[src/design/bgfp_pkg.sv]
`timescale 1ns / 1ps
`default_nettype none
// ----------------------------------------------------------------------------
// bgfp_pkg: shared types and constants of the binary frame parser
// Holds the parser phase type, the result item layout, register indexes
// and the sizing of the queue between the front and the back.
// ----------------------------------------------------------------------------
package bgfp_pkg;

	localparam int BYTE_W      = 8;
	localparam int LEN_W       = 16;
	localparam int CFG_IDX_W   = 1;
	localparam int QUEUE_DEPTH = 2;
	localparam int QPTR_W      = $clog2(QUEUE_DEPTH);
	localparam int QCNT_W      = QPTR_W + 1;

	// Configuration register indexes.
	localparam logic [CFG_IDX_W-1:0] REG_SYNC_FIRST  = 1'b0;
	localparam logic [CFG_IDX_W-1:0] REG_SYNC_SECOND = 1'b1;

	// Reset values of the preamble registers.
	localparam logic [BYTE_W-1:0] SYNC_FIRST_RST  = 8'd69;
	localparam logic [BYTE_W-1:0] SYNC_SECOND_RST = 8'd82;

	// Result kinds.
	localparam logic KIND_PAYLOAD = 1'b0;
	localparam logic KIND_REPORT  = 1'b1;

	// Parser phases.
	typedef enum logic [7:0] {
		PH_HUNT    = 8'b0000_0001,
		PH_SYNC2   = 8'b0000_0010,
		PH_ID      = 8'b0000_0100,
		PH_LEN_LO  = 8'b0000_1000,
		PH_LEN_HI  = 8'b0001_0000,
		PH_PAYLOAD = 8'b0010_0000,
		PH_SUM_A   = 8'b0100_0000,
		PH_SUM_B   = 8'b1000_0000
	} phase_t;

	// One result item.
	typedef struct packed {
		logic              kind;
		logic [BYTE_W-1:0] id;
		logic [BYTE_W-1:0] pbyte;
		logic [LEN_W-1:0]  index;
		logic [LEN_W-1:0]  length;
		logic              ok_a;
		logic              ok_b;
		logic              good;
	} result_t;

	// Queue status seen by the front and the back.
	typedef struct packed {
		logic full;
		logic empty;
	} q_status_t;

endpackage

`default_nettype wire

[src/design/bgfp_front.sv]
`timescale 1ns / 1ps
`default_nettype none
// ----------------------------------------------------------------------------
// bgfp_front: byte acceptance and frame parsing
// Accepts one byte per cycle while the queue has room, tracks the frame phase
// and both running sums, and queues payload and end-of-frame items.
// ----------------------------------------------------------------------------
module bgfp_front (
	input  wire logic                           clk,
	input  wire logic                           arst_n,
	input  wire logic                           in_valid,
	output logic                                in_ready,
	input  wire logic [bgfp_pkg::BYTE_W-1:0]    rx_byte,
	input  wire logic                           cfg_we,
	input  wire logic [bgfp_pkg::CFG_IDX_W-1:0] cfg_index,
	input  wire logic [bgfp_pkg::BYTE_W-1:0]    cfg_data,
	input  wire bgfp_pkg::q_status_t            q_stat,
	output logic                                push,
	output bgfp_pkg::result_t                   push_data
);
	import bgfp_pkg::*;

	logic [BYTE_W-1:0] sync_first_q;
	logic [BYTE_W-1:0] sync_second_q;
	phase_t            phase_q;
	phase_t            phase_d;
	logic [BYTE_W-1:0] held_id_q;
	logic [BYTE_W-1:0] sum_a_q;
	logic [BYTE_W-1:0] sum_b_q;
	logic [LEN_W-1:0]  exp_len_q;
	logic [LEN_W-1:0]  rcv_cnt_q;
	logic              first_match_q;
	logic              accept;
	logic [BYTE_W-1:0] sum_a_next;
	logic [BYTE_W-1:0] sum_b_next;
	logic [LEN_W-1:0]  full_len;
	logic [LEN_W-1:0]  cnt_next;
	logic              ok_b;

	// The queue has room whenever a new byte may arrive.
	assign in_ready = !q_stat.full;
	assign accept   = in_valid && in_ready;

	// Fletcher style running sums and header helpers.
	assign sum_a_next = sum_a_q + rx_byte;
	assign sum_b_next = sum_b_q + sum_a_next;
	assign full_len   = {rx_byte, exp_len_q[BYTE_W-1:0]};
	assign cnt_next   = rcv_cnt_q + LEN_W'(1);
	assign ok_b       = (sum_b_q == rx_byte);

	// Next phase and result item for the byte on the input.
	always_comb begin
		phase_d   = phase_q;
		push      = 1'b0;
		push_data = '0;
		push_data.id     = held_id_q;
		push_data.length = exp_len_q;
		case (phase_q)
			PH_HUNT: begin
				if (rx_byte == sync_first_q) phase_d = PH_SYNC2;
			end
			PH_SYNC2: begin
				if (rx_byte == sync_second_q) begin
					phase_d = PH_ID;
				end else if (rx_byte == sync_first_q) begin
					phase_d = PH_SYNC2;
				end else begin
					phase_d = PH_HUNT;
				end
			end
			PH_ID:     phase_d = PH_LEN_LO;
			PH_LEN_LO: phase_d = PH_LEN_HI;
			PH_LEN_HI: begin
				phase_d = (full_len == '0) ? PH_SUM_A : PH_PAYLOAD;
			end
			PH_PAYLOAD: begin
				push            = accept;
				push_data.kind  = KIND_PAYLOAD;
				push_data.pbyte = rx_byte;
				push_data.index = rcv_cnt_q;
				if (cnt_next == exp_len_q) phase_d = PH_SUM_A;
			end
			PH_SUM_A: phase_d = PH_SUM_B;
			PH_SUM_B: begin
				push           = accept;
				push_data.kind = KIND_REPORT;
				push_data.ok_a = first_match_q;
				push_data.ok_b = ok_b;
				push_data.good = first_match_q && ok_b;
				phase_d        = PH_HUNT;
			end
			default: begin
				phase_d = (rx_byte == sync_first_q) ? PH_SYNC2 : PH_HUNT;
			end
		endcase
	end

	// Preamble registers.
	always_ff @(posedge clk or negedge arst_n) begin
		if (!arst_n) begin
			sync_first_q  <= SYNC_FIRST_RST;
			sync_second_q <= SYNC_SECOND_RST;
		end else if (cfg_we) begin
			case (cfg_index)
				REG_SYNC_FIRST:  sync_first_q  <= cfg_data;
				REG_SYNC_SECOND: sync_second_q <= cfg_data;
				default: ;
			endcase
		end
	end

	// Frame state, advanced once per accepted byte.
	always_ff @(posedge clk or negedge arst_n) begin
		if (!arst_n) begin
			phase_q       <= PH_HUNT;
			held_id_q     <= '0;
			sum_a_q       <= '0;
			sum_b_q       <= '0;
			exp_len_q     <= '0;
			rcv_cnt_q     <= '0;
			first_match_q <= 1'b0;
		end else if (accept) begin
			phase_q <= phase_d;
			case (phase_q)
				PH_ID: begin
					held_id_q <= rx_byte;
					sum_a_q   <= rx_byte;
					sum_b_q   <= rx_byte;
				end
				PH_LEN_LO: begin
					sum_a_q   <= sum_a_next;
					sum_b_q   <= sum_b_next;
					exp_len_q <= {{(LEN_W-BYTE_W){1'b0}}, rx_byte};
				end
				PH_LEN_HI: begin
					sum_a_q   <= sum_a_next;
					sum_b_q   <= sum_b_next;
					exp_len_q <= full_len;
					rcv_cnt_q <= '0;
				end
				PH_PAYLOAD: begin
					sum_a_q   <= sum_a_next;
					sum_b_q   <= sum_b_next;
					rcv_cnt_q <= cnt_next;
				end
				PH_SUM_A: first_match_q <= (sum_a_q == rx_byte);
				default: ;
			endcase
		end
	end

endmodule

`default_nettype wire

[src/design/bgfp_queue.sv]
`timescale 1ns / 1ps
`default_nettype none
// ----------------------------------------------------------------------------
// bgfp_queue: short result queue between front and back
// A small circular buffer that lets the parser keep taking bytes while
// the output side is stalled.
// ----------------------------------------------------------------------------
module bgfp_queue (
	input  wire logic                clk,
	input  wire logic                arst_n,
	input  wire logic                push,
	input  wire bgfp_pkg::result_t   push_data,
	input  wire logic                pop,
	output bgfp_pkg::result_t        pop_data,
	output bgfp_pkg::q_status_t      stat
);
	import bgfp_pkg::*;

	result_t           mem_q [QUEUE_DEPTH];
	logic [QPTR_W-1:0] wr_ptr_q;
	logic [QPTR_W-1:0] rd_ptr_q;
	logic [QCNT_W-1:0] count_q;

	assign stat.full  = (count_q == QCNT_W'(QUEUE_DEPTH));
	assign stat.empty = (count_q == '0);
	assign pop_data   = mem_q[rd_ptr_q];

	// Entry storage; written at the tail.
	always_ff @(posedge clk) begin
		if (push) mem_q[wr_ptr_q] <= push_data;
	end

	// Pointers and fill count.
	always_ff @(posedge clk or negedge arst_n) begin
		if (!arst_n) begin
			wr_ptr_q <= '0;
			rd_ptr_q <= '0;
			count_q  <= '0;
		end else begin
			if (push) wr_ptr_q <= wr_ptr_q + QPTR_W'(1);
			if (pop)  rd_ptr_q <= rd_ptr_q + QPTR_W'(1);
			if (push && !pop) begin
				count_q <= count_q + QCNT_W'(1);
			end else if (pop && !push) begin
				count_q <= count_q - QCNT_W'(1);
			end
		end
	end

endmodule

`default_nettype wire

[src/design/bgfp_back.sv]
`timescale 1ns / 1ps
`default_nettype none
// ----------------------------------------------------------------------------
// bgfp_back: output register stage
// Pulls result items from the queue into a registered output and holds
// them until the consumer takes them.
// ----------------------------------------------------------------------------
module bgfp_back (
	input  wire logic                        clk,
	input  wire logic                        arst_n,
	input  wire bgfp_pkg::q_status_t         q_stat,
	input  wire bgfp_pkg::result_t           pop_data,
	output logic                             pop,
	output logic                             out_valid,
	input  wire logic                        out_ready,
	output logic                             result_kind,
	output logic [bgfp_pkg::BYTE_W-1:0]      message_id,
	output logic [bgfp_pkg::BYTE_W-1:0]      payload_byte,
	output logic [bgfp_pkg::LEN_W-1:0]       byte_index,
	output logic [bgfp_pkg::LEN_W-1:0]       frame_length,
	output logic                             first_sum_ok,
	output logic                             second_sum_ok,
	output logic                             frame_good
);
	import bgfp_pkg::*;

	logic    valid_q;
	result_t data_q;

	// Load a new item when the output register is empty or being taken.
	assign pop = !q_stat.empty && (!valid_q || out_ready);

	always_ff @(posedge clk or negedge arst_n) begin
		if (!arst_n) begin
			valid_q <= 1'b0;
		end else if (pop) begin
			valid_q <= 1'b1;
		end else if (out_ready) begin
			valid_q <= 1'b0;
		end
	end

	always_ff @(posedge clk) begin
		if (pop) data_q <= pop_data;
	end

	assign out_valid     = valid_q;
	assign result_kind   = data_q.kind;
	assign message_id    = data_q.id;
	assign payload_byte  = data_q.pbyte;
	assign byte_index    = data_q.index;
	assign frame_length  = data_q.length;
	assign first_sum_ok  = data_q.ok_a;
	assign second_sum_ok = data_q.ok_b;
	assign frame_good    = data_q.good;

endmodule

`default_nettype wire

[src/design/binary_gnss_frame_parser.sv]
`timescale 1ns / 1ps
`default_nettype none
// ----------------------------------------------------------------------------
// binary_gnss_frame_parser: two-byte preamble frame parser
// Hunts for the preamble, reads id and length, checks the two running
// checksum bytes and reports each payload byte and the end of each frame.
//
//   channel   direction  handshake              payload
//   input     in         in_valid / in_ready    rx_byte
//   output    out        out_valid / out_ready  result_kind .. frame_good
//   config    in         cfg_we                 cfg_index, cfg_data
//
// One byte is accepted per cycle while in_ready is high; the parser state
// updates in that cycle. A result item is written into the queue when its
// byte is accepted and moves from there into the output register.
// Reset leaves the parser hunting with the default preamble values.
// A two-entry queue and the output register absorb output stalls; input
// ready drops only once the queue is full.
// ----------------------------------------------------------------------------
module binary_gnss_frame_parser (
	input  wire logic                           clk,
	input  wire logic                           arst_n,
	input  wire logic                           in_valid,
	output logic                                in_ready,
	input  wire logic [bgfp_pkg::BYTE_W-1:0]    rx_byte,
	output logic                                out_valid,
	input  wire logic                           out_ready,
	output logic                                result_kind,
	output logic [bgfp_pkg::BYTE_W-1:0]         message_id,
	output logic [bgfp_pkg::BYTE_W-1:0]         payload_byte,
	output logic [bgfp_pkg::LEN_W-1:0]          byte_index,
	output logic [bgfp_pkg::LEN_W-1:0]          frame_length,
	output logic                                first_sum_ok,
	output logic                                second_sum_ok,
	output logic                                frame_good,
	input  wire logic                           cfg_we,
	input  wire logic [bgfp_pkg::CFG_IDX_W-1:0] cfg_index,
	input  wire logic [bgfp_pkg::BYTE_W-1:0]    cfg_data
);
	import bgfp_pkg::*;

	logic      push;
	result_t   push_data;
	logic      pop;
	result_t   pop_data;
	q_status_t q_stat;

	// Parser front.
	bgfp_front u_front (
		.clk       (clk),
		.arst_n    (arst_n),
		.in_valid  (in_valid),
		.in_ready  (in_ready),
		.rx_byte   (rx_byte),
		.cfg_we    (cfg_we),
		.cfg_index (cfg_index),
		.cfg_data  (cfg_data),
		.q_stat    (q_stat),
		.push      (push),
		.push_data (push_data)
	);

	// Result queue.
	bgfp_queue u_queue (
		.clk       (clk),
		.arst_n    (arst_n),
		.push      (push),
		.push_data (push_data),
		.pop       (pop),
		.pop_data  (pop_data),
		.stat      (q_stat)
	);

	// Output stage.
	bgfp_back u_back (
		.clk           (clk),
		.arst_n        (arst_n),
		.q_stat        (q_stat),
		.pop_data      (pop_data),
		.pop           (pop),
		.out_valid     (out_valid),
		.out_ready     (out_ready),
		.result_kind   (result_kind),
		.message_id    (message_id),
		.payload_byte  (payload_byte),
		.byte_index    (byte_index),
		.frame_length  (frame_length),
		.first_sum_ok  (first_sum_ok),
		.second_sum_ok (second_sum_ok),
		.frame_good    (frame_good)
	);

endmodule

`default_nettype wire

[config.mk]
export PLATFORM = sky130hd
export DESIGN_NAME = binary_gnss_frame_parser
export DESIGN_NICKNAME = d
export VERILOG_FILES = /design/src/design/bgfp_pkg.sv /design/src/design/bgfp_front.sv /design/src/design/bgfp_queue.sv /design/src/design/bgfp_back.sv /design/src/design/binary_gnss_frame_parser.sv
export SDC_FILE = /design/constraint.sdc
export NUM_CORES = 1
export LEC_CHECK = 0
export BUFFER_PORTS_ARGS = -buffer_cell sky130_fd_sc_hd__buf_2
export CORE_MARGIN = 2
export CORE_UTILIZATION = 43
export DETAILED_ROUTE_END_ITERATION = 8
export PLACE_DENSITY_LB_ADDON = 0.15
export SLEW_MARGIN = 25
export SYNTH_ARGS = -nofsm -noshare
export SYNTH_HDL_FRONTEND = slang
export SYNTH_HIERARCHICAL = 1
export SYNTH_SLANG_ARGS = --single-unit
[constraint.sdc]
create_clock -name clk -period 5.03 [get_ports clk]
set_clock_uncertainty 0.1 [all_clocks]
set_input_delay 1.2575 -clock clk [delete_from_list [all_inputs] [get_ports clk]]
set_output_delay 1.2575 -clock clk [all_outputs]
set_load 0.05 [all_outputs]
-- Yosys cells after proc, flatten, opt, wreduce, memory -nomap -nowiden
Memories as Yosys holds them, arrays and structs flattened. A register that Yosys moved wholly into a read port is not among the register bits.
Index checks and enable logic that the tools add are counted.
- reductions and logical operators: 29
- shift-type cells: 0
- multipliers: 0
- order comparisons: 0
- divide/modulo/power cells: 0
- add/sub/neg operators: 7
- bitwise logic cells: 2
- equality and inequality tests: 16
- muxes and demuxes: 20
- operator list (cell ; number):
    16-bit one-hot mux with 2 select lines ; 2
    8-bit one-hot mux with 8 select lines ; 1
    8-bit equality test ; 4
    8-bit one-hot mux with 2 select lines ; 2
    24-bit 2-to-1 mux ; 1
    8-bit 2-to-1 mux ; 3
    16-bit by 1-bit adder with 16-bit output, second input constant ; 1
    8-bit adder ; 2
    16-bit equality test ; 1
    16-bit logical NOT ; 1
    2-bit AND reduction ; 7
    2-bit nonzero test ; 5
    8-bit by 1-bit equality test with 1-bit output, second input constant ; 1
    8-bit by 2-bit equality test with 1-bit output, second input constant ; 1
    8-bit by 3-bit equality test with 1-bit output, second input constant ; 1
    8-bit by 4-bit equality test with 1-bit output, second input constant ; 1
    8-bit by 5-bit equality test with 1-bit output, second input constant ; 1
    8-bit by 6-bit equality test with 1-bit output, second input constant ; 1
    8-bit by 7-bit equality test with 1-bit output, second input constant ; 1
    8-bit equality test, second input constant ; 1
    7-bit 2-to-1 mux ; 1
    1-bit 2-to-1 mux ; 6
    2-bit 2-to-1 mux ; 3
    3-bit AND reduction ; 2
    other kinds (13) ; 24
- memories kept: 1
- flip-flop bits (word level): 86
- bits in writable memories: 104
- ROM bits: 0
- bits in latches: 0
- output and inout bits: 54
- bits of input ports: 22
- memory list (memory ; words ; bits a word ; read ports ; clocked after memory_dff ; write ports ; RTL line ; source):
    u_queue.mem_q ; 2 ; 52 ; 1 ; 1 ; 1 ; bgfp_queue.sv:19 ; result_t mem_q [QUEUE_DEPTH];

-- Depth between registers and ports, before layout
Gate-level depths: netlist of the first run.
- depth in word-level cells: 8
- gate-level depth with buffers: 13
- gate-level depth less buffers: 13

-- Hierarchy
The synthesis of the first run kept the hierarchy.
- modules (own cells, without submodules) (module ; cells each ; area each (sq um) ; instances):
    bgfp_front ; 558 ; 5230.0 ; 1
    bgfp_queue ; 178 ; 4190.3 ; 1
    bgfp_back ; 57 ; 1611.5 ; 1

-- Least setup slack after synthesis of the first run
OpenSTA, ideal clock, no wires.
- path type: register to register
- from: reg u_front.phase_q[3]
- to: mem u_queue/mem_q[0][0] (netlist bit) (enable)
- buffers on the path: 2
- clock period less this slack: 4.807 ns
- setup slack: 0.223 ns
- arrival: 4.239 ns
- setup time: 0.468 ns
- stages on the path, launching flop included: 8
- data required time: 4.462 ns
- cell sequence: dfrtp_1 nor4_1 and4b_1 clkbuf_1 clkbuf_1 nor2_1 nor2_1 nor2b_1
- longest elaborated chain between the ends: 5
- ends and longest elaborated chain (item ; RTL line ; source):
    start, declared ; bgfp_front.sv:25 ; phase_t phase_q;
    start signal, assigned ; bgfp_front.sv:123 ; phase_q <= phase_d;
    8-bit equality test / 8-bit by 6-bit equality test with 1-bit output (equally long branches) ; bgfp_front.sv:58 ; case (phase_q)
    2-bit OR reduction (no line) (*) ; n/a ;
    1-bit 2-to-1 mux (*) ; bgfp_front.sv:58 ;
    named net push ; binary_gnss_frame_parser.sv:42 ; logic push;
    1-bit 2-to-1 mux (*) ; bgfp_queue.sv:30 ; if (push) mem_q[wr_ptr_q] <= push_data;
    1-bit 2-to-1 mux (not written as such) (*) ; bgfp_queue.sv:30 ;
    end, declared ; bgfp_queue.sv:19 ;
Mark *: on every way through the listed nets, which the timed path passes. The rest lies on a longest branch.

-- Final worst setup path of the first run
- from: in rx_byte[0] (netlist bit)
- to: reg u_front.sum_b_q[7]
- longest elaborated chain between the ends: 3
- ends and longest elaborated chain (item ; RTL line ; source):
    start, declared ; binary_gnss_frame_parser.sv:25 ; input wire logic [bgfp_pkg::BYTE_W-1:0] rx_byte,
    8-bit adder ; bgfp_front.sv:45 ; assign sum_a_next = sum_a_q + rx_byte;
    8-bit adder ; bgfp_front.sv:46 ; assign sum_b_next = sum_b_q + sum_a_next;
    8-bit one-hot mux with 2 select lines ; bgfp_front.sv:124 ; case (phase_q)
    end signal, assigned ; bgfp_front.sv:128 ; sum_b_q <= rx_byte;
    end signal, assigned ; bgfp_front.sv:132 ; sum_b_q <= sum_b_next;
    end signal, assigned ; bgfp_front.sv:137 ; sum_b_q <= sum_b_next;
    end, declared ; bgfp_front.sv:29 ; logic [BYTE_W-1:0] sum_b_q;
No other way between the ends.
A chain may end at the register's enable or synchronous reset.

==> summary.txt, run 1 <==
Timing
  • Final count of pins violating max slew: 0
  • Setup TNS: 0 ps
  • Hold Fails Final Rpt: 0
  • Worst hold margin: 370 ps
  • Final setup margin: approximately 1300 ps
  • Relative slew margins: 0.364
  • Max Freq: between 200 and 300 MHz
  • RSZ-0062 raised after global routing: false
  • Period utilization: 0.743
  • Least-Margin Pin Slew: 950 ps
  • Minimum clock period after layout: approximately 3700 ps
  • Final Setup Violations: 0

Pwr
  • Max VDD drop: 371 µV
  • Clock share of power: 0.316
  • Power per Cell Area: 492 nW/µm²
  • Combinational Power Share: 0.263
  • P_leak: 5.18 nW
  • Seq pwr share: 0.421
  • NetSw: ~2 mW
  • Pint: between 4 and 5 mW
  • Sw Share: 0.317

Layout
  • Area Growth Syn to Fin: 14.1%
  • Fin nets: 911
  • Share of layout cells above drive strength 1: 0.263
  • N_diodes: 0

Run
  • Max cap viols: 0

Clock network
  • Max Root-Sink Buffers: 3
  • Clock Sinks: between 200 and 250
  • CTS tree: done
  • Skew-Pair Late Insertion Delay: 530 ps
  • Post-CTS sizing: 0
  • Root buf cell: clkbuf_16
  • Total CTS buffers: 26
  • # hold bufs at CTS: 0
  • Reg clk slew, reported paths: 60 ps
  • Post-CTS setup buffers: 0
  • # H-tree levels: 1

Yosys
  • Synthesized instance count: 793
  • Count of state elements after synthesis: 242
  • Post-Syn Area per Cell: 13.9 µm²
  • Syn_nets: between 800 and 900
  • Synth Flop Type: edfxtp_1
  • Post-synthesis sequential area ratio: 0.621
  • Post-synth design cell area: 11000 µm²
  • Yosys cell types: 66
  • Number of synthesized flops with an enable pin: 156
  • Ys Warns: 6
  • Ys async rst share: 0.355

Detailed routing
  • Vias per cell: 5.42
  • Wire length per cell: 19.0 µm
  • Residual DRC: 0
  • Via count: approximately 6600
  • TritonRoute pass-1 iters: 5
  • Overall routed net length: ~23 mm
  • ANT nets after route: 0
  • 1st-iter DRT viols: 600

Die
  • Starting density of the core: 0.438
  • Core ar.: approximately 25000 µm²
  • Die H: ~160 µm
  • Top-Level Pins: 76
  • Die Wd: 164 µm
  • Full die area: between 20000 and 30000 µm²
  • # rows: 58

Worst hold path
  • Hold Path Class: reg -> reg
  • Hold Crit Depth: 0
  • Hold_sp: u_front/held_id_q[2]
  • WHS Endpoint: u_queue/mem_q[0][45]

Run status
  • Status: complete, no violations

GRT
  • Total gr overflow: 0
  • Met1 GRT Util: 0.234
  • Vias in the first global route: 6674
  • Global route hottest layer: met2
  • Pin count of the biggest net entering global routing: between 60 and 70
  • Met3 GRT Util: 0.0253
  • First-pass GRT wire length: 36.6 mm
  • GR Util met2: 0.303
  • Total track usage: 0.175
  • Initial antenna violation count: 0

Placed design
  • GP Congestion: 0.912
  • Hpwl dp: 15.5 mm
  • Port bufs: 75
  • Pre-CTS setup slack: 743 ps

Worst setup path
  • Slowest stage delay, CP: 410 ps
  • Register-to-register setup slack: 1810 ps
  • Reg2reg start: u_front/phase_q[2]
  • Reg2reg end: u_front/sum_b_q[3]
  • Worst-path cell chain: buf_2, ha_1, fa_1, a21o_1, a21oi_1, o21bai_1, a21oi_1, xnor2_1, ha_1, a21oi_1, a21oi_1, xnor3_1, a21boi_0, a2bb2oi_1
  • Worst EP arrival: 4100 ps
  • Critical path type: in -> reg
  • CP required: 5390 ps
  • Worst-path fanout max: 10
  • Crit. End Element: flop
  • Top cell by count, worst path: a21oi_1
  • Worst Reg2Reg Path Length in Cells: 7
  • Critical Path Start Type: primary input
  • Worst path slowest cell: fa_1
[cell usage after synthesis, drive strengths merged (3+ instances only)]
cell type,number,area share
edfxtp,156,0.42
mux2,86,0.10
dfrtp,79,0.18
nor2,56,0.019
nand2,41,0.014
xnor2,37,0.029
o21ai,32,0.015
and2,29,0.016
a21oi,24,0.011
clkbuf,24,0.0083
xor2,24,0.019
a31oi,17,0.0096
ha,17,0.019
buf,16,0.015
inv,14,0.0048
nor4,12,0.0082
and3,9,0.0051
nand3,9,0.0041
nand4,9,0.0051
nor3,9,0.0041
mux2i,8,0.0073
a21o,7,0.0048
dfstp,7,0.017
nor2b,7,0.0040
o31ai,6,0.0041
nand4b,5,0.0045
o41ai,5,0.0040
nor3b,4,0.0027
o211ai,4,0.0027
o21bai,4,0.0027
o22ai,4,0.0023
o21a,3,0.0020
or2,3,0.0017
[cell usage in the layout, fill, tap and decap left out, drive strengths merged, types with 3 or more instances in the layout]
cell type	n
a31oi	17
o21ai	32
buf	89
and2	29
xor2	24
nand3	9
dfrtp	79
o31ai	6
o21a	3
a21o	7
nor2b	7
o41ai	5
nor2	56
nand4	9
bufinv	5
o21bai	4
clkbuf	29
clkinv	14
dfstp	7
ha	17
inv	14
o211ai	4
nor3	9
a21oi	24
or2	3
edfxtp	156
nor3b	4
nand4b	5
mux2i	8
nand2	41
o22ai	4
mux2	86
and3	9
xnor2	37
nor4	12
[cells by family after synthesis]
| group | share of synthesized area |
|---|---|
| flip-flops | 0.621 |
| AND/OR/NAND/NOR | 0.0981 |
| AO/OA/AOI/OAI | 0.0682 |
| multiplexers | 0.112 |
| XOR/XNOR | 0.0505 |
| buffers and inverters | 0.0281 |
| adder cells (fa/ha/maj) | 0.0229 |
[state kept, by name, indices dropped and copies added, names as in the netlist, 16 cells and up]
| signal | cells |
|---|---|
| u_back/byte_index | 16 |
| u_front/exp_len_q | 16 |
| u_back/frame_length | 16 |
| u_queue/mem_q | 104 |
| u_front/rcv_cnt_q | 16 |
[how the worst max path moves through the flow]
stage / from / to / slack (ps) / cells past startpoint
after floorplan: u_front/phase_q[3] / u_queue/mem_q[0][0] / 220 / 7
after global placement: rx_byte[0] / u_front/sum_b_q[7] / 840 / 14
after detailed placement: rx_byte[0] / u_front/sum_b_q[7] / 740 / 14
after CTS: rx_byte[0] / u_front/sum_b_q[7] / 1300 / 14
after global routing: rx_byte[0] / u_front/sum_b_q[7] / 1100 / 14
final: rx_byte[0] / u_front/sum_b_q[7] / 1290 / 14
[power groups by stage]
stage	sequential (mW)	clock (mW)	combinational (mW)
floorplan	3.19	0	0.828
global placement	2.63	0	1.63
detailed placement	2.64	0	1.64
CTS	2.61	2.01	1.65
global route	2.63	2.10	1.73
finish	2.60	1.96	1.63
[cell type report]
cell class / instances / area, µm²
clock buffer: 29 / 662
clock inverter: 19 / 225
fill: 2150 / 12600
inverter: 14 / 52.6
multi-input combinational: 497 / 3900
sequential: 242 / 6850
tap: 330 / 413
timing repair buffer: 89 / 487
[critical path, delay by kind of cell]
kind / cells / cell delay (ps)
buffers and inverters: 1 / 190
adder cells (fa/ha/maj): 3 / 990
XOR/XNOR: 2 / 360
AO/OA/AOI/OAI: 8 / 1290
[per-stage QoR]
| stage | cell area, µm² | util | power (mW) | instances |
|---|---|---|---|---|
| floorplan | 11000 | - | 4.01 | 793 |
| global placement | 11700 | 0.464 | 4.26 | 1172 |
| detailed placement | 11700 | 0.464 | 4.28 | 1172 |
| CTS | 12600 | 0.499 | 6.26 | 1220 |
| global route | 12600 | 0.500 | 6.46 | 1220 |
| finish | 12600 | 0.500 | 6.18 | 1220 |
[per-layer routing]
metal / up-vias / part of all wire
met5: - / 0
met4: 0 / 0.014
met3: 31 / 0.049
met2: 192 / 0.50
met1: 3298 / 0.43
li1: 3090 / -
Note: power is estimated with default switching activity, not from simulation.
==> run 2, diff against run 1 <==
clock period = 3.9 ns   (was 5.03 ns; I/O delays follow)
==> run 2 against run 1 <==
Global-route usage up 0.26 points. Critical path type unchanged. Critical endpoint unchanged. Worst setup slack worse by 690 ps. Cell count up 0.74%. Register-to-register slack worse by 1100 ps. Flip-flop and latch count unchanged. Via count about the same. Largest power group unchanged. Sequential share of layout area down 0.18 points. Non-clock buffer count up 10. Final area up 0.34%. Clock-buffer cell count up 5.
==> summary.txt, run 2 (same netlist as run 1, synthesis figures left out) <==
Timing
  • Period utilization: 0.845
  • Final Setup Violations: 0 (unchanged)
  • Minimum clock period after layout: 3300 ps
  • Setup TNS: 0 ps (unchanged)
  • Max Freq: 303 MHz
  • Final setup margin: 603 ps (was 1290 ps)
  • Relative slew margins: 0.460 (was 0.364)
  • Hold Fails Final Rpt: 0 (unchanged)
  • Worst hold margin: 367 ps (was 370 ps)
  • RSZ-0062 raised after global routing: false (unchanged)
  • Least-Margin Pin Slew: 798 ps (was 950 ps)
  • Final count of pins violating max slew: 0 (unchanged)

Worst setup path
  • Worst EP arrival: 3650 ps (was 4100 ps)
  • Worst Reg2Reg Path Length in Cells: 7 (unchanged)
  • Crit. End Element: flop (unchanged)
  • Register-to-register setup slack: 720 ps (was 1810 ps)
  • Critical path type: in -> reg (unchanged)
  • Critical Path Start Type: primary input (unchanged)
  • Reg2reg end: u_front/phase_q[5] (was u_front/sum_b_q[3])
  • CP required: 4250 ps (was 5390 ps)
  • Worst-path fanout max: 2 (was 10)
  • Reg2reg start: u_front/rcv_cnt_q[5] (was u_front/phase_q[2])

Pwr
  • Power per Cell Area: 624 nW/µm² (was 492 nW/µm²)
  • Combinational Power Share: 0.272 (was 0.263)
  • Max VDD drop: 404 µV (was 371 µV)
  • NetSw: 2.54 mW (was 1.96 mW)
  • Clock share of power: 0.302 (was 0.316)
  • P_leak: 5.21 nW (was 5.18 nW)
  • Final Power: 7.87 mW (was 6.18 mW)
  • Sw Share: 0.323 (was 0.317)
  • Seq pwr share: 0.426 (was 0.421)
  • Pint: 5.33 mW (was 4.22 mW)

Layout
  • Fin util: 0.501 (was 0.500)
  • Most frequent cells in the layout: edfxtp_1, dfrtp_1, buf_2, nor2_1, mux2_4 (unchanged)
  • Area Growth Syn to Fin: 14.4% (was 14.1%)
  • Largest reg by FF count: u_queue/mem_q (unchanged)
  • Layout fillers: 2158 (was 2150)
  • Commonest non-fill, non-tap cell in the layout: edfxtp_1 (unchanged)
  • Multi-input gate area: 3890 µm² (was 3900 µm²)
  • Fin cells: 1229 (was 1220)
  • Sequential standard cell area: 6850 µm² (unchanged)
  • Max reg flops: 104 (unchanged)
  • N_diodes: 0 (unchanged)
  • Fin nets: 921 (was 911)
  • Fin area: 12600 µm² (about the same)
  • Share of layout cells above drive strength 1: 0.271 (was 0.263)

Clock network
  • Total CTS buffers: 26 (unchanged)
  • Root buf cell: clkbuf_16 (unchanged)
  • Reg clk slew, reported paths: 60 ps (about the same)
  • # H-tree levels: 1 (unchanged)
  • CTS tree: done (unchanged)
  • Max Root-Sink Buffers: 3 (unchanged)
  • Clock Sinks: 242 (unchanged)
  • Post-CTS setup buffers: 0 (unchanged)
  • # hold bufs at CTS: 0 (unchanged)
  • Post-CTS sizing: 0 (unchanged)
  • Skew-Pair Late Insertion Delay: 530 ps (about the same)

Worst hold path
  • Hold Crit Depth: 0 (unchanged)
  • WHS Endpoint: u_queue/mem_q[0][43] (was u_queue/mem_q[0][45])
  • Hold Path Class: reg -> reg (unchanged)
  • Hold_sp: u_front/held_id_q[0] (was u_front/held_id_q[2])

Placed design
  • Area after DPL: 11800 µm² (was 11700 µm²)
  • Hpwl dp: 15.8 mm (was 15.5 mm)
  • Pre-CTS setup slack: 76.7 ps (was 743 ps)
  • Placed Cells: 1182 (was 1172)
  • Port bufs: 75 (unchanged)
  • GP Congestion: 0.852 (was 0.912)

GRT
  • Pin count of the biggest net entering global routing: 57 (was 69)
  • Vias in the first global route: 6865 (was 6674)
  • Initial antenna violation count: 0 (unchanged)
  • Total track usage: 0.178 (was 0.175)
  • First-pass GRT wire length: 37.2 mm (was 36.6 mm)
  • Total gr overflow: 0 (unchanged)

Detailed routing
  • ANT nets after route: 0 (unchanged)
  • Residual DRC: 0 (unchanged)
  • TritonRoute pass-1 iters: 5 (unchanged)
  • Vias per cell: 5.38 (was 5.42)
  • Wire length per cell: 19.1 µm (was 19.0 µm)
  • Via count: 6609 (was 6611)
  • Overall routed net length: 23.5 mm (was 23.2 mm)
  • 1st-iter DRT viols: 405 (was 600)

Run
  • Max cap viols: 0 (unchanged)

Die
  • Starting density of the core: 0.438 (unchanged)
  • Die H: 164 µm (unchanged)
  • Die Wd: 164 µm (unchanged)
  • Top-Level Pins: 76 (unchanged)
  • # rows: 58 (unchanged)
  • Full die area: 27000 µm² (unchanged)
  • Core ar.: 25200 µm² (unchanged)

Run status
  • Status: complete, no violations (unchanged)
[run 2: cell types whose count changed in the layout (fill, tap and decap cells not counted), moves of 2 or more]
| cell | delta |
|---|---|
| buf_4 | +9 |
| clkbuf_8 | +3 |
| bufinv_16 | -3 |
| clkinv_1 | -4 |
| clkinvlp_4 | +2 |
| clkbuf_1 | +2 |
| buf_12 | +2 |
[run 2: power by group through the flow]
stage / Combinational, mW / Sequential, mW / Clock [mW]
floorplan: 1.07 / 4.11 / 0
global placement: 2.14 / 3.40 / 0
detailed placement: 2.16 / 3.41 / 0
CTS: 2.17 / 3.36 / 2.44
global route: 2.28 / 3.40 / 2.55
finish: 2.14 / 3.35 / 2.38
[run 2: area by class of cell]
cell class,count,area share
flip-flops and latches,242,0.542
well taps,330,0.0327
clock inverters,13,0.0100
repair buffers,99,0.0462
inverters,14,0.00416
clock buffers,34,0.0563
multi-input cells,497,0.308
[run 2: routing by layer]
layer	up-vias	GRT usage	wire (µm)
met1	3298	0.232	10300
met2	170	0.307	11500
li1	3098	-	-
met4	0	0.0546	614
met3	43	0.0242	1010
met5	-	0	0
[run 2: worst max-delay path, stage by stage]
cell and delay (ps):
buf_2 110, ha_1 220, fa_1 400, a21o_1 200
a21oi_1 230, o21bai_1 100, a21oi_1 180, xnor2_1 110
ha_1 320, a21oi_1 70, a21oi_1 130, xnor3_1 250
a21boi_0 190, a2bb2oi_1 170
[run 2: worst max path at each step]
stage	from	end	slack, ps
4_1_cts	rx_byte[0]	u_front/sum_b_q[7]	630
6_report	rx_byte[0]	u_front/sum_b_q[7]	600
3_5_place_dp	rx_byte[0]	u_front/sum_b_q[7]	80
3_3_place_gp	rx_byte[0]	u_front/sum_b_q[7]	100
5_1_grt	rx_byte[0]	u_front/sum_b_q[7]	380
2_1_floorplan	u_front/phase_q[3]	u_queue/mem_q[0][0]	80
==> run 3, diff against run 2 <==
clock period = 3 ns   (was 3.9 ns; I/O delays follow)
==> run 3 against run 2 <==
Combinational power increased by 36%. Sequential share of layout area fell by 1.5 points. Cell count is 3.4% higher. First-iteration DRC count down 6.2%. Sequential power is 28% higher. Critical path type is now reg -> reg. Flip-flop and latch count is the same. Global-route usage is 0.091 points lower. Total power increased by 30%.
==> summary.txt, run 3 (same netlist as run 1, synthesis figures left out) <==
Run status
  • Status: complete, no violations (unchanged)

Placed design
  • GP Congestion: 0.937 (was 0.852)
  • Port bufs: 75 (unchanged)
  • Hpwl dp: 15.7 mm (was 15.8 mm)
  • Placed Cells: 1221 (was 1182)
  • Area after DPL: 12200 µm² (was 11800 µm²)

GRT
  • Initial antenna violation count: 0 (unchanged)
  • Vias in the first global route: 6933 (was 6865)
  • First-pass GRT wire length: 37.3 mm (was 37.2 mm)
  • Pin count of the biggest net entering global routing: 54 (was 57)
  • Total gr overflow: 0 (unchanged)
  • Total track usage: 0.177 (was 0.178)

Detailed routing
  • 1st-iter DRT viols: 380 (was 405)
  • Wire length per cell: 18.3 µm (was 19.1 µm)
  • Residual DRC: 0 (unchanged)
  • Via count: 6776 (was 6609)
  • ANT nets after route: 0 (unchanged)
  • Vias per cell: 5.33 (was 5.38)
  • TritonRoute pass-1 iters: 5 (unchanged)
  • Overall routed net length: 23.3 mm (was 23.5 mm)

Timing
  • Least-Margin Pin Slew: 637 ps (was 798 ps)
  • Relative slew margins: 0.574 (was 0.460)
  • Final Setup Violations: 0 (unchanged)
  • Hold Fails Final Rpt: 0 (unchanged)
  • Max Freq: 340 MHz
  • Final count of pins violating max slew: 0 (unchanged)
  • Minimum clock period after layout: 2940 ps
  • Period utilization: 0.980
  • RSZ-0062 raised after global routing: true (was false)
  • Worst hold margin: 77.2 ps (was 367 ps)
  • Setup TNS: 0 ps (unchanged)

Layout
  • Max reg flops: 104 (unchanged)
  • N_diodes: 0 (unchanged)
  • Area Growth Syn to Fin: 17.7% (was 14.4%)
  • Largest reg by FF count: u_queue/mem_q (unchanged)
  • Most frequent cells in the layout: edfxtp_1, dfrtp_1, buf_2, buf_4, nor2_1 (was edfxtp_1, dfrtp_1, buf_2, nor2_1, mux2_4)
  • Share of layout cells above drive strength 1: 0.308 (was 0.271)
  • Fin area: 13000 µm² (was 12600 µm²)
  • Fin util: 0.516 (was 0.501)
  • Fin nets: 963 (was 921)
  • Fin cells: 1271 (was 1229)
  • Commonest non-fill, non-tap cell in the layout: edfxtp_1 (unchanged)
  • Layout fillers: 2159 (was 2158)

Clock network
  • Root buf cell: clkbuf_16 (unchanged)
  • # H-tree levels: 1 (unchanged)
  • Reg clk slew, reported paths: 60 ps (about the same)
  • # hold bufs at CTS: 0 (unchanged)
  • CTS tree: done (unchanged)
  • Clock Sinks: 242 (unchanged)
  • Skew-Pair Late Insertion Delay: 530 ps (about the same)
  • Max Root-Sink Buffers: 3 (unchanged)
  • Total CTS buffers: 26 (unchanged)

Worst setup path
  • Critical path type: reg -> reg (was in -> reg)
  • Reg2reg start: u_front/sum_a_q[0] (was u_front/rcv_cnt_q[5])
  • Worst-path fanout max: 2 (unchanged)
  • Slowest stage delay, CP: 410 ps (was 400 ps)
  • Worst EP arrival: 3290 ps (was 3650 ps)
  • Critical Path Start Type: flop (was primary input)
  • Worst-path cell chain: ha_4, fa_2, a21o_1, a21oi_2, o21bai_1, a21oi_1, xnor2_1, ha_1, a21oi_1, a21oi_1, xnor3_1, a21boi_1, a2bb2oi_1 (was buf_2, ha_1, fa_1, a21o_1, a21oi_1, o21bai_1, a21oi_1, xnor2_1, ha_1, a21oi_1, a21oi_1, xnor3_1, a21boi_0, a2bb2oi_1)
  • CP startpoint: u_front/sum_a_q[0] (was rx_byte[0])
  • CP required: 3350 ps (was 4250 ps)
  • Crit. End Element: flop (unchanged)
  • Worst path slowest cell: dfrtp_1 (was fa_1)
  • Top cell by count, worst path: a21oi_1 (unchanged)

Die
  • Die Wd: 164 µm (unchanged)
  • Die H: 164 µm (unchanged)
  • Top-Level Pins: 76 (unchanged)
  • # rows: 58 (unchanged)
  • Starting density of the core: 0.438 (unchanged)
  • Full die area: 27000 µm² (unchanged)
  • Core ar.: 25200 µm² (unchanged)

Pwr
  • Power per Cell Area: 788 nW/µm² (was 624 nW/µm²)
  • P_leak: 5.43 nW (was 5.21 nW)
  • Max VDD drop: 519 µV (was 404 µV)

Worst hold path
  • Hold Path Class: in -> async (was reg -> reg)

Run
  • Max cap viols: 0 (unchanged)
[run 3: metrics by stage]
stage               total power [mW]  setup WS, ps
floorplan                       6.74         -87.9
global placement                7.26          -341
detailed placement              7.30          -430
CTS                             10.4          18.4
global route                    10.7          -118
finish                          10.2          59.8
[run 3: worst paths after layout]
path / slack [ps] / end / cells past startpoint
setup reg to reg: 60 / u_front/sum_b_q[7] / 13
hold reg to reg: 380 / u_queue/mem_q[1][48] / 0
hold / removal: 80 / u_front/sync_first_q[3] / 1
setup / recovery: 60 / u_front/sum_b_q[7] / 13
max in group asynchronous: 2020 / u_front/sync_second_q[6] / 2
min in group clk: 310 / u_back/out_valid / 2
[run 3: worst max-delay path, delay by kind of cell (launching register included)]
family	cells	cell delay [ps]
AOI/OAI and AO/OA	8	1170
xor gates and xnor gates	2	360
adders and majority gates	3	810
DFF	1	410
[run 3: repair_timing]
item | 4_1_cts | 5_1_grt
setup endpoints to repair | 1 | 1
cloned | 0 | 0
setup buffers | 1 | 2
pin swaps | 1 | 9
gates resized for setup | 0 | 3
[run 3: final cells by class]
type	count	area [µm²]	share of cell area
sequential	242	6850	0.527
multi-input combinational	497	3930	0.303
timing repair buffer	141	936	0.0721
clock buffer	33	677	0.0521
tap	330	413	0.0318
clock inverter	14	130	0.0100
inverter	14	52.6	0.00405
[run 3: per-layer routing]
layer,share of wire,vias up,track usage
li1,-,3181,-
met1,0.43,3388,0.230
met2,0.49,167,0.302
met3,0.050,40,0.0293
met4,0.023,0,0.0562
met5,0,-,0
[run 3: power breakdown]
group	switching, mW	internal (mW)
Sequential	0.174	4.12
Combinational	1.88	1.03
Clock	1.26	1.77
